File: src/rtl/ptd_pkg.sv
// ----------------------------------------------------------------------------
// Periodic task dispatcher package
// Shared constants, opcodes, state encoding and the interface types of the
// shared remainder unit.
// ----------------------------------------------------------------------------
package ptd_pkg;

    localparam int NUM_TASKS  = 16;
    localparam int TASK_IDX_W = 4;

    localparam logic [19:0]        US_WRAP        = 20'd1000000;
    localparam logic signed [21:0] INTERVAL_MAX   = 22'sd1000000;
    localparam logic signed [21:0] INTERVAL_MIN   = -22'sd1000000;
    localparam logic [15:0]        TICK_US_RESET  = 16'd1000;
    localparam logic [20:0]        INTERVAL_RESET = 21'd1000;

    typedef enum logic [1:0] {
        OP_SAMPLE = 2'd0,
        OP_ADD    = 2'd1,
        OP_REMOVE = 2'd2
    } opcode_t;

    typedef enum logic [5:0] {
        ST_IDLE      = 6'b000001,
        ST_ELAPSED   = 6'b000010,
        ST_CHECK     = 6'b000100,
        ST_SCAN      = 6'b001000,
        ST_WAIT_SCAN = 6'b010000,
        ST_WAIT_ADD  = 6'b100000
    } state_t;

    typedef struct packed {
        logic        start;
        logic [31:0] dividend;
        logic [15:0] divisor;
    } mod_req_t;

    typedef struct packed {
        logic        done;
        logic [15:0] remainder;
    } mod_rsp_t;

endpackage

File: src/rtl/ptd_mod_unit.sv
// ----------------------------------------------------------------------------
// Shared remainder unit
// Restoring bit-serial remainder of a 32-bit dividend by a nonzero 16-bit
// divisor, one dividend bit per cycle.
// ----------------------------------------------------------------------------
module ptd_mod_unit
    import ptd_pkg::*;
(
    input  logic     clk,
    input  logic     rst_n,
    input  mod_req_t req,
    output mod_rsp_t rsp
);

    logic        run_reg,  run_next;
    logic        done_reg, done_next;
    logic [4:0]  cnt_reg,  cnt_next;
    logic [16:0] rem_reg,  rem_next;
    logic [31:0] dvd_reg,  dvd_next;
    logic [15:0] div_reg,  div_next;
    logic [16:0] shifted;

    always_comb
    begin
        run_next  = run_reg;
        done_next = 1'b0;
        cnt_next  = cnt_reg;
        rem_next  = rem_reg;
        dvd_next  = dvd_reg;
        div_next  = div_reg;
        shifted   = {rem_reg[15:0], dvd_reg[31]};
        if (req.start)
        begin
            run_next = 1'b1;
            cnt_next = 5'd0;
            rem_next = 17'd0;
            dvd_next = req.dividend;
            div_next = req.divisor;
        end
        else if (run_reg)
        begin
            if (shifted >= {1'b0, div_reg})
            begin
                rem_next = shifted - {1'b0, div_reg};
            end
            else
            begin
                rem_next = shifted;
            end
            dvd_next = {dvd_reg[30:0], 1'b0};
            cnt_next = cnt_reg + 5'd1;
            if (cnt_reg == 5'd31)
            begin
                run_next  = 1'b0;
                done_next = 1'b1;
            end
        end
    end

    always_ff @(posedge clk or negedge rst_n)
    begin
        if (!rst_n)
        begin
            run_reg  <= 1'b0;
            done_reg <= 1'b0;
            cnt_reg  <= 5'd0;
        end
        else
        begin
            run_reg  <= run_next;
            done_reg <= done_next;
            cnt_reg  <= cnt_next;
        end
    end

    always_ff @(posedge clk)
    begin
        rem_reg <= rem_next;
        dvd_reg <= dvd_next;
        div_reg <= div_next;
    end

    assign rsp.done      = done_reg;
    assign rsp.remainder = rem_reg[15:0];

endmodule

File: src/rtl/periodic_task_dispatcher_core.sv
// ----------------------------------------------------------------------------
// Periodic task dispatcher core
// Tick scheduler for up to sixteen periodic tasks with drift-compensated
// tick interval and a shared serial remainder unit for due checks.
//
// Channel   Ports                                          Direction
// input     start, busy, opcode, now_us, task_index,       in (busy out)
//           task_period
// result    done, tick_fired, due_mask                     out
// config    cfg_we, cfg_wdata                              in
//
// A transfer is taken when start is high and busy is low; busy is low again
// in the cycle that carries the result strobe.
// A tick passes through ST_ELAPSED and ST_CHECK, then scans every slot in
// turn; each valid task waits on the serial remainder unit, and an empty
// slot is skipped in ST_SCAN. An add to a free slot also waits on the
// remainder unit, a sample without a tick ends in ST_CHECK, and any other
// item returns its result in the cycle after it is taken.
// Reset is asynchronous and active low; the receiver cannot stall results.
// ----------------------------------------------------------------------------
module periodic_task_dispatcher_core
    import ptd_pkg::*;
(
    input  logic        clk,
    input  logic        rst_n,
    input  logic        start,
    output logic        busy,
    input  logic [1:0]  opcode,
    input  logic [19:0] now_us,
    input  logic [3:0]  task_index,
    input  logic [15:0] task_period,
    output logic        done,
    output logic        tick_fired,
    output logic [15:0] due_mask,
    input  logic        cfg_we,
    input  logic [15:0] cfg_wdata
);

    state_t                 state_reg,      state_next;
    logic [15:0]            tick_us_reg;
    logic [19:0]            last_reg,       last_next;
    logic signed [20:0]     interval_reg,   interval_next;
    logic [31:0]            tick_count_reg, tick_count_next;
    logic [4:0]             task_count_reg, task_count_next;
    logic [TASK_IDX_W-1:0]  slot_reg,       slot_next;
    logic                   done_reg,       done_next;

    logic [19:0]            now_reg,        now_next;
    logic [19:0]            pass_reg,       pass_next;
    logic [TASK_IDX_W-1:0]  idx_reg,        idx_next;
    logic [15:0]            per_reg,        per_next;
    logic [NUM_TASKS-1:0]   acc_mask_reg,   acc_mask_next;
    logic                   tick_fired_reg, tick_fired_next;
    logic [15:0]            due_mask_reg,   due_mask_next;

    logic [NUM_TASKS-1:0]   valid_reg;
    logic [15:0]            period_reg [NUM_TASKS];
    logic [15:0]            phase_reg  [NUM_TASKS];

    logic                   add_commit;
    logic                   valid_clr;
    logic                   in_range;
    logic                   slot_last;
    logic [20:0]            diff;
    logic signed [21:0]     interval_raw;
    logic [NUM_TASKS-1:0]   acc_upd;
    mod_req_t               mod_req;
    mod_rsp_t               mod_rsp;

    ptd_mod_unit u_mod (
        .clk   (clk),
        .rst_n (rst_n),
        .req   (mod_req),
        .rsp   (mod_rsp)
    );

    assign in_range  = ({1'b0, task_index} < 5'(NUM_TASKS));
    assign slot_last = (slot_reg == TASK_IDX_W'(NUM_TASKS - 1));
    assign diff      = {1'b0, now_reg} - {1'b0, last_reg};
    assign interval_raw = $signed({interval_reg[20], interval_reg})
                        + $signed({6'd0, tick_us_reg})
                        - $signed({2'd0, pass_reg});

    always_comb
    begin
        state_next      = state_reg;
        last_next       = last_reg;
        interval_next   = interval_reg;
        tick_count_next = tick_count_reg;
        task_count_next = task_count_reg;
        slot_next       = slot_reg;
        done_next       = 1'b0;
        now_next        = now_reg;
        pass_next       = pass_reg;
        idx_next        = idx_reg;
        per_next        = per_reg;
        acc_mask_next   = acc_mask_reg;
        tick_fired_next = tick_fired_reg;
        due_mask_next   = due_mask_reg;
        add_commit      = 1'b0;
        valid_clr       = 1'b0;
        acc_upd         = acc_mask_reg;
        mod_req.start    = 1'b0;
        mod_req.dividend = tick_count_reg;
        mod_req.divisor  = period_reg[slot_reg];

        unique case (state_reg)
            ST_IDLE:
            begin
                if (start)
                begin
                    done_next       = 1'b1;
                    tick_fired_next = 1'b0;
                    due_mask_next   = 16'd0;
                    unique case (opcode)
                        OP_SAMPLE:
                        begin
                            done_next  = 1'b0;
                            now_next   = (now_us >= US_WRAP) ? now_us - US_WRAP : now_us;
                            state_next = ST_ELAPSED;
                        end
                        OP_ADD:
                        begin
                            if (in_range && !valid_reg[task_index])
                            begin
                                done_next        = 1'b0;
                                task_count_next  = task_count_reg + 5'd1;
                                idx_next         = task_index;
                                per_next         = (task_period == 16'd0) ? 16'd1 : task_period;
                                mod_req.start    = 1'b1;
                                mod_req.dividend = {27'd0, task_count_next};
                                mod_req.divisor  = per_next;
                                state_next       = ST_WAIT_ADD;
                            end
                        end
                        OP_REMOVE:
                        begin
                            if (in_range && valid_reg[task_index])
                            begin
                                valid_clr       = 1'b1;
                                task_count_next = task_count_reg - 5'd1;
                            end
                        end
                        default:
                        begin
                            done_next = 1'b1;
                        end
                    endcase
                end
            end
            ST_ELAPSED:
            begin
                pass_next  = diff[20] ? 20'(diff + {1'b0, US_WRAP}) : diff[19:0];
                state_next = ST_CHECK;
            end
            ST_CHECK:
            begin
                if ($signed({2'd0, pass_reg}) < $signed({interval_reg[20], interval_reg}))
                begin
                    done_next       = 1'b1;
                    tick_fired_next = 1'b0;
                    due_mask_next   = 16'd0;
                    state_next      = ST_IDLE;
                end
                else
                begin
                    last_next = now_reg;
                    if (interval_raw > INTERVAL_MAX)
                    begin
                        interval_next = 21'(INTERVAL_MAX);
                    end
                    else if (interval_raw < INTERVAL_MIN)
                    begin
                        interval_next = 21'(INTERVAL_MIN);
                    end
                    else
                    begin
                        interval_next = interval_raw[20:0];
                    end
                    tick_count_next = tick_count_reg + 32'd1;
                    acc_mask_next   = '0;
                    slot_next       = '0;
                    state_next      = ST_SCAN;
                end
            end
            ST_SCAN:
            begin
                if (valid_reg[slot_reg])
                begin
                    mod_req.start = 1'b1;
                    state_next    = ST_WAIT_SCAN;
                end
                else if (slot_last)
                begin
                    done_next       = 1'b1;
                    tick_fired_next = 1'b1;
                    due_mask_next   = 16'(acc_mask_reg);
                    state_next      = ST_IDLE;
                end
                else
                begin
                    slot_next = slot_reg + TASK_IDX_W'(1);
                end
            end
            ST_WAIT_SCAN:
            begin
                if (mod_rsp.done)
                begin
                    acc_upd[slot_reg] = (mod_rsp.remainder == phase_reg[slot_reg]);
                    acc_mask_next     = acc_upd;
                    if (slot_last)
                    begin
                        done_next       = 1'b1;
                        tick_fired_next = 1'b1;
                        due_mask_next   = 16'(acc_upd);
                        state_next      = ST_IDLE;
                    end
                    else
                    begin
                        slot_next  = slot_reg + TASK_IDX_W'(1);
                        state_next = ST_SCAN;
                    end
                end
            end
            ST_WAIT_ADD:
            begin
                if (mod_rsp.done)
                begin
                    add_commit      = 1'b1;
                    done_next       = 1'b1;
                    tick_fired_next = 1'b0;
                    due_mask_next   = 16'd0;
                    state_next      = ST_IDLE;
                end
            end
            default:
            begin
                state_next = ST_IDLE;
            end
        endcase
    end

    always_ff @(posedge clk or negedge rst_n)
    begin
        if (!rst_n)
        begin
            state_reg      <= ST_IDLE;
            tick_us_reg    <= TICK_US_RESET;
            last_reg       <= 20'd0;
            interval_reg   <= INTERVAL_RESET;
            tick_count_reg <= 32'd0;
            task_count_reg <= 5'd0;
            slot_reg       <= '0;
            done_reg       <= 1'b0;
            valid_reg      <= '0;
        end
        else
        begin
            state_reg      <= state_next;
            last_reg       <= last_next;
            interval_reg   <= interval_next;
            tick_count_reg <= tick_count_next;
            task_count_reg <= task_count_next;
            slot_reg       <= slot_next;
            done_reg       <= done_next;
            if (cfg_we)
            begin
                tick_us_reg <= cfg_wdata;
            end
            if (add_commit)
            begin
                valid_reg[idx_reg] <= 1'b1;
            end
            else if (valid_clr)
            begin
                valid_reg[task_index] <= 1'b0;
            end
        end
    end

    always_ff @(posedge clk)
    begin
        now_reg        <= now_next;
        pass_reg       <= pass_next;
        idx_reg        <= idx_next;
        per_reg        <= per_next;
        acc_mask_reg   <= acc_mask_next;
        tick_fired_reg <= tick_fired_next;
        due_mask_reg   <= due_mask_next;
        if (add_commit)
        begin
            period_reg[idx_reg] <= per_reg;
            phase_reg[idx_reg]  <= mod_rsp.remainder;
        end
    end

    assign busy       = (state_reg != ST_IDLE);
    assign done       = done_reg;
    assign tick_fired = tick_fired_reg;
    assign due_mask   = due_mask_reg;

    assert property (@(posedge clk) disable iff (!rst_n) done |-> !busy)
        else $error("Result strobe while the sequencer is still running.");

    assert property (@(posedge clk) disable iff (!rst_n)
        (done && !tick_fired) |-> (due_mask == 16'd0))
        else $error("Due mask set on a result without a tick.");

    assert property (@(posedge clk) disable iff (!rst_n)
        mod_rsp.done |-> (state_reg == ST_WAIT_SCAN || state_reg == ST_WAIT_ADD))
        else $error("Remainder unit finished while no one was waiting.");

    assert property (@(posedge clk) disable iff (!rst_n)
        (interval_reg <= 21'(INTERVAL_MAX)) && (interval_reg >= 21'(INTERVAL_MIN)))
        else $error("Tick interval left its saturation range.");

endmodule
File: config.mk
export PLATFORM = sky130hd
export DESIGN_NAME = periodic_task_dispatcher_core
export DESIGN_NICKNAME = d
export VERILOG_FILES = /design/src/rtl/ptd_pkg.sv /design/src/rtl/ptd_mod_unit.sv /design/src/rtl/periodic_task_dispatcher_core.sv
export SDC_FILE = /design/constraint.sdc
export NUM_CORES = 1
export LEC_CHECK = 0
export ABC_CLOCK_PERIOD_IN_PS = 4019
export BUFFER_PORTS_ARGS = -buffer_cell sky130_fd_sc_hd__clkbuf_2
export CORE_MARGIN = 3
export CORE_UTILIZATION = 57
export DETAILED_ROUTE_END_ITERATION = 12
export PLACE_DENSITY = 0.76
export SLEW_MARGIN = 10
export SYNTH_ARGS = -nofsm -noshare
export SYNTH_HDL_FRONTEND = slang
export SYNTH_SLANG_ARGS = --single-unit
File: constraint.sdc
create_clock -name clk -period 4.02 [get_ports clk]
set_clock_uncertainty 0.1 [all_clocks]
set_input_delay 0.603 -clock clk [delete_from_list [all_inputs] [get_ports clk]]
set_output_delay 0.603 -clock clk [all_outputs]
set_load 0.01 [all_outputs]
==> impl_summary.md <==
Global route
The number of global-route vias before repair is 22034. The pin count of the biggest net entering global routing is 56. The first global-routing pass estimated 131300 um of wire. The number of antenna violations at the first check in global routing is 5. For this run the aggregate overflow at the end of global routing stands at 0. The total track usage is 25.94%.

Timing
The transition time at the pin with the least slew margin is approximately 0.92 ns. The final setup TNS is 0 ns. The minimum clock period is 3.961 ns. The portion of the clock cycle consumed by the worst path in the final layout is 98.52%. The hold violation total from the final report came to 0.

The headroom to the max-slew limit is between 30% and 40%. The max-slew violation count is 0. Setup repair after global routing could not meet its margin everywhere.

Timing would allow up to 0.2525 GHz. The number of failing setup endpoints in the final timing report is 0.

Floorplanning
The die width is about 260 um. The die extent in y is roughly 260 um. The placeable core region is around 62000 sq um. The die covers 66630 sq um. For this configuration, the core starts out at a cell density of 58.18%. For this design the top-level I/O count stands at 81. In this run the core area contains 91 standard-cell rows.

Drt
The first detailed-routing pass ran for 6 iterations. Dividing the detail-routed via count by the number of cells gives 6.270. The first routing iteration left ~2300 violations. The routed layout has ~22000 vias. The sum of routed wire length over all layers is 85310 um. In the final routed layout, each cell accounts on average for 24.30 um. In this run the remaining antenna-violating nets after routing total 0. In the routed design, unresolved DRC markers number 0.

Synth
The proportion of synthesized chip area in sequential cells is 63.88%. The net count after synthesis is roughly 2600. The number of flops mapped to enable cells by yosys is 653. By area the synthesized netlist is led by sky130_fd_sc_hd__edfxtp_1 54%, sky130_fd_sc_hd__mux4_2 11%, sky130_fd_sc_hd__dfrtp_1 7.9%. The yosys synthesis warning count is 0. The cell taking the most area after synthesis is sky130_fd_sc_hd__edfxtp_1. The flop and latch count out of synthesis is between 700 and 800. Synthesis produced 2415 cells. The number of different library cells in the post-synthesis netlist is 80. Summed over its instances, the top area cell type makes up 54.12% of the synthesized netlist area. The cell area after synthesis is 36230 sq um. The async set-or-reset flop fraction in the synthesized netlist is 16.06%.

After synthesis, the mean cell area works out to 15.00 sq um. Among all flip-flop cells after synthesis, the most frequent one is sky130_fd_sc_hd__edfxtp_1.

Clocking
The buffer depth of the longest clock path is 3. The clock tree synthesis step divided the H-tree into 3 levels. The root buffer cell chosen for the clock tree is sky130_fd_sc_hd__clkbuf_16. TritonCTS built the clock tree. The total CTS buffers is 82.

The clock latency on the worst-skew pair is ~0.66 ns. Clock-pin slew was measured on the worst setup and hold paths at roughly 0.060 ns. The number of clock sinks is about 800.

Finish
Leaving out fill and tap cells, the most frequent cell in the layout is sky130_fd_sc_hd__edfxtp_1. The share of cells above drive strength 1 is a little under a quarter. The core utilization of the finished layout is approximately 67%.

Leaving out fill and tap cells, the most frequent cells in the layout are 653 x sky130_fd_sc_hd__edfxtp_1, 170 x sky130_fd_sc_hd__mux4_2, 152 x sky130_fd_sc_hd__inv_1, 151 x sky130_fd_sc_hd__nand2_1, 113 x sky130_fd_sc_hd__buf_4. The number of inserted filler cells in the final layout is slightly above 4000. The growth of design area from synthesis to finish is 14.85%. After the flow finishes, the layout carries non-filler instances totaling 3510. The total number of nets in the final design is 2776.

Place
Buffers placed on the I/O ports in this run total 80. The global placer's final weighted congestion is 0.8992. The count of placed standard cells including taps is 3342. The placed wire-length estimate after detailed placement is ~52000 um.

Pwr
The highest ir drop seen on vdd is roughly 0.5 mV. Total power for the finished layout comes to between 20000 and 30000 uW. In this run the static leakage power is 0.01499 uW.

The cell area power density is 674.9 nW/um^2.

Critical path
The critical setup path kind is flip-flop to flip-flop. STA classifies the critical path startpoint as a flip-flop. The required time reported for the critical path endpoint is 4.50 ns.

Of all nets on the critical path, the largest fanout is 7. The number of cells on the worst reg-to-reg path is 15. STA classifies the critical path endpoint as a flip-flop. Data on the critical path arrives at its endpoint at approximately 4.4 ns.

Hold path
The min-delay analysis places its worst path in the category input pin to flip-flop. The cell depth of the worst hold path is 1.

Run
Across the run, the number of max-cap violations was 0.

Status
The flow ran to the end, and the final reports show no timing, DRC or antenna violations.
area by class of cell:
cell class | count | area, sq um | share of cell area, %
diodes | 4 | 10.01 | 0.02405
clock buffers | 100 | 2130 | 5.117
clock inverters | 51 | 531.8 | 1.278
inverters | 156 | 585.6 | 1.407
multi-input cells | 1349 | 12490 | 30.01
flip-flops and latches | 797 | 23160 | 55.65
well taps | 837 | 1047 | 2.516
repair buffers | 216 | 1662 | 3.993
path summary, 6_finish.rpt:
kind	start	to	slack [ns]
max in group asynchronous	rst_n	slot_reg[3]	2.48
worst min-delay path	now_us[4]	now_reg[4]	0.04
worst max-delay path	interval_reg[3]	interval_reg[6]	0.06
worst min register to register	tick_count_reg[31]	tick_count_reg[31]	0.38
min in group asynchronous	rst_n	interval_reg[0]	0.42
worst max register to register	interval_reg[3]	interval_reg[6]	0.06
what timing repair did:
| item | in CTS | in global routing |
|---|---|---|
| pin swaps | 4 | 14 |
| hold buffers | 1 | 0 |
| hold endpoints to repair | 33 | 0 |
| cloned | 0 | 1 |
| setup buffers | 1 | 10 |
| resized for setup | 14 | 39 |
| setup endpoints to repair | 20 | 30 |
cell families after synthesis:
group,share of synthesized area (%)
adder cells (fa/ha/maj),4.268
AND/OR/NAND/NOR,6.979
AO/OA/AOI/OAI,7.283
buffers and inverters,2.863
flip-flops,63.88
multiplexers,11.99
XOR/XNOR,2.731
critical path, cell delays in order (launching register included):
cell,delay [ns]
sky130_fd_sc_hd__dfstp_2,0.53
sky130_fd_sc_hd__inv_1,0.07
sky130_fd_sc_hd__fa_1,0.51
sky130_fd_sc_hd__inv_1,0.07
sky130_fd_sc_hd__ha_4,0.27
sky130_fd_sc_hd__buf_6,0.11
sky130_fd_sc_hd__a211oi_2,0.06
sky130_fd_sc_hd__buf_4,0.15
sky130_fd_sc_hd__o311a_1,0.38
sky130_fd_sc_hd__or4_1,0.42
sky130_fd_sc_hd__o211ai_1,0.18
sky130_fd_sc_hd__o2111a_1,0.28
sky130_fd_sc_hd__o21ai_2,0.09
sky130_fd_sc_hd__nor3b_2,0.26
sky130_fd_sc_hd__buf_4,0.22
sky130_fd_sc_hd__o221a_2,0.20
layer usage:
| metal | wire [um] | vias to the layer above | GRT usage, % |
|---|---|---|---|
| li1 | - | 9630 | - |
| met1 | 34970 | 11181 | 36.49 |
| met2 | 41330 | 1018 | 42.12 |
| met3 | 6817 | 176 | 4.874 |
| met4 | 2171 | 2 | 7.188 |
| met5 | 20 | - | 0 |
through the flow:
step / hold WS [ns] / instance area, sq um / setup WS, ns
final: 0.04293 / 41620 / 0.05930
after global routing: 0.02340 / 41610 / -0.09426
after CTS: 0.01288 / 41310 / 0.0009690
after detailed placement: 0.3763 / 38560 / -0.2535
after global placement: 0.3650 / 38560 / -0.08579
after floorplan: 0.2074 / 36250 / 0.01054
power breakdown:
group	internal (uW)	switching, uW
registers	10300	453
logic	4200	5670
clock network	4120	3310
total	18600	9440
cells in the mapped netlist, types with 7 or more instances:
cell                       number
sky130_fd_sc_hd__nand2b_1      19
sky130_fd_sc_hd__clkbuf_1      86
sky130_fd_sc_hd__o22ai_1        9
sky130_fd_sc_hd__mux4_2       170
sky130_fd_sc_hd__nand3b_1      10
sky130_fd_sc_hd__a31oi_1        7
sky130_fd_sc_hd__a21boi_0       8
sky130_fd_sc_hd__nor2b_1       22
sky130_fd_sc_hd__ha_1          94
sky130_fd_sc_hd__nor2_1        99
sky130_fd_sc_hd__edfxtp_1     653
sky130_fd_sc_hd__o211ai_1       7
sky130_fd_sc_hd__o21ai_0      111
sky130_fd_sc_hd__dfrtp_1      115
sky130_fd_sc_hd__o21a_1        11
sky130_fd_sc_hd__a21oi_1       85
sky130_fd_sc_hd__o221ai_1       8
sky130_fd_sc_hd__nand2_1      153
sky130_fd_sc_hd__nor4_1        13
sky130_fd_sc_hd__a22o_1        25
sky130_fd_sc_hd__buf_1         13
sky130_fd_sc_hd__nand4_1       22
sky130_fd_sc_hd__dfxtp_1       16
sky130_fd_sc_hd__nor3_1        24
sky130_fd_sc_hd__o22a_1        14
sky130_fd_sc_hd__xor2_1        29
sky130_fd_sc_hd__and3_1        14
sky130_fd_sc_hd__nand3_1       58
sky130_fd_sc_hd__dfstp_2       13
sky130_fd_sc_hd__mux2i_1       28
sky130_fd_sc_hd__buf_2         10
sky130_fd_sc_hd__a211oi_1       8
sky130_fd_sc_hd__and4_1        10
sky130_fd_sc_hd__or3_1         15
sky130_fd_sc_hd__xnor2_1       84
sky130_fd_sc_hd__o21ai_1       11
sky130_fd_sc_hd__mux2_2        21
sky130_fd_sc_hd__or2_2          8
sky130_fd_sc_hd__inv_1        155
sky130_fd_sc_hd__nor3b_1        7
sky130_fd_sc_hd__and2_1        12
sky130_fd_sc_hd__a21o_1        32
sky130_fd_sc_hd__fa_1          18
(Power assumes the default switching activity.)
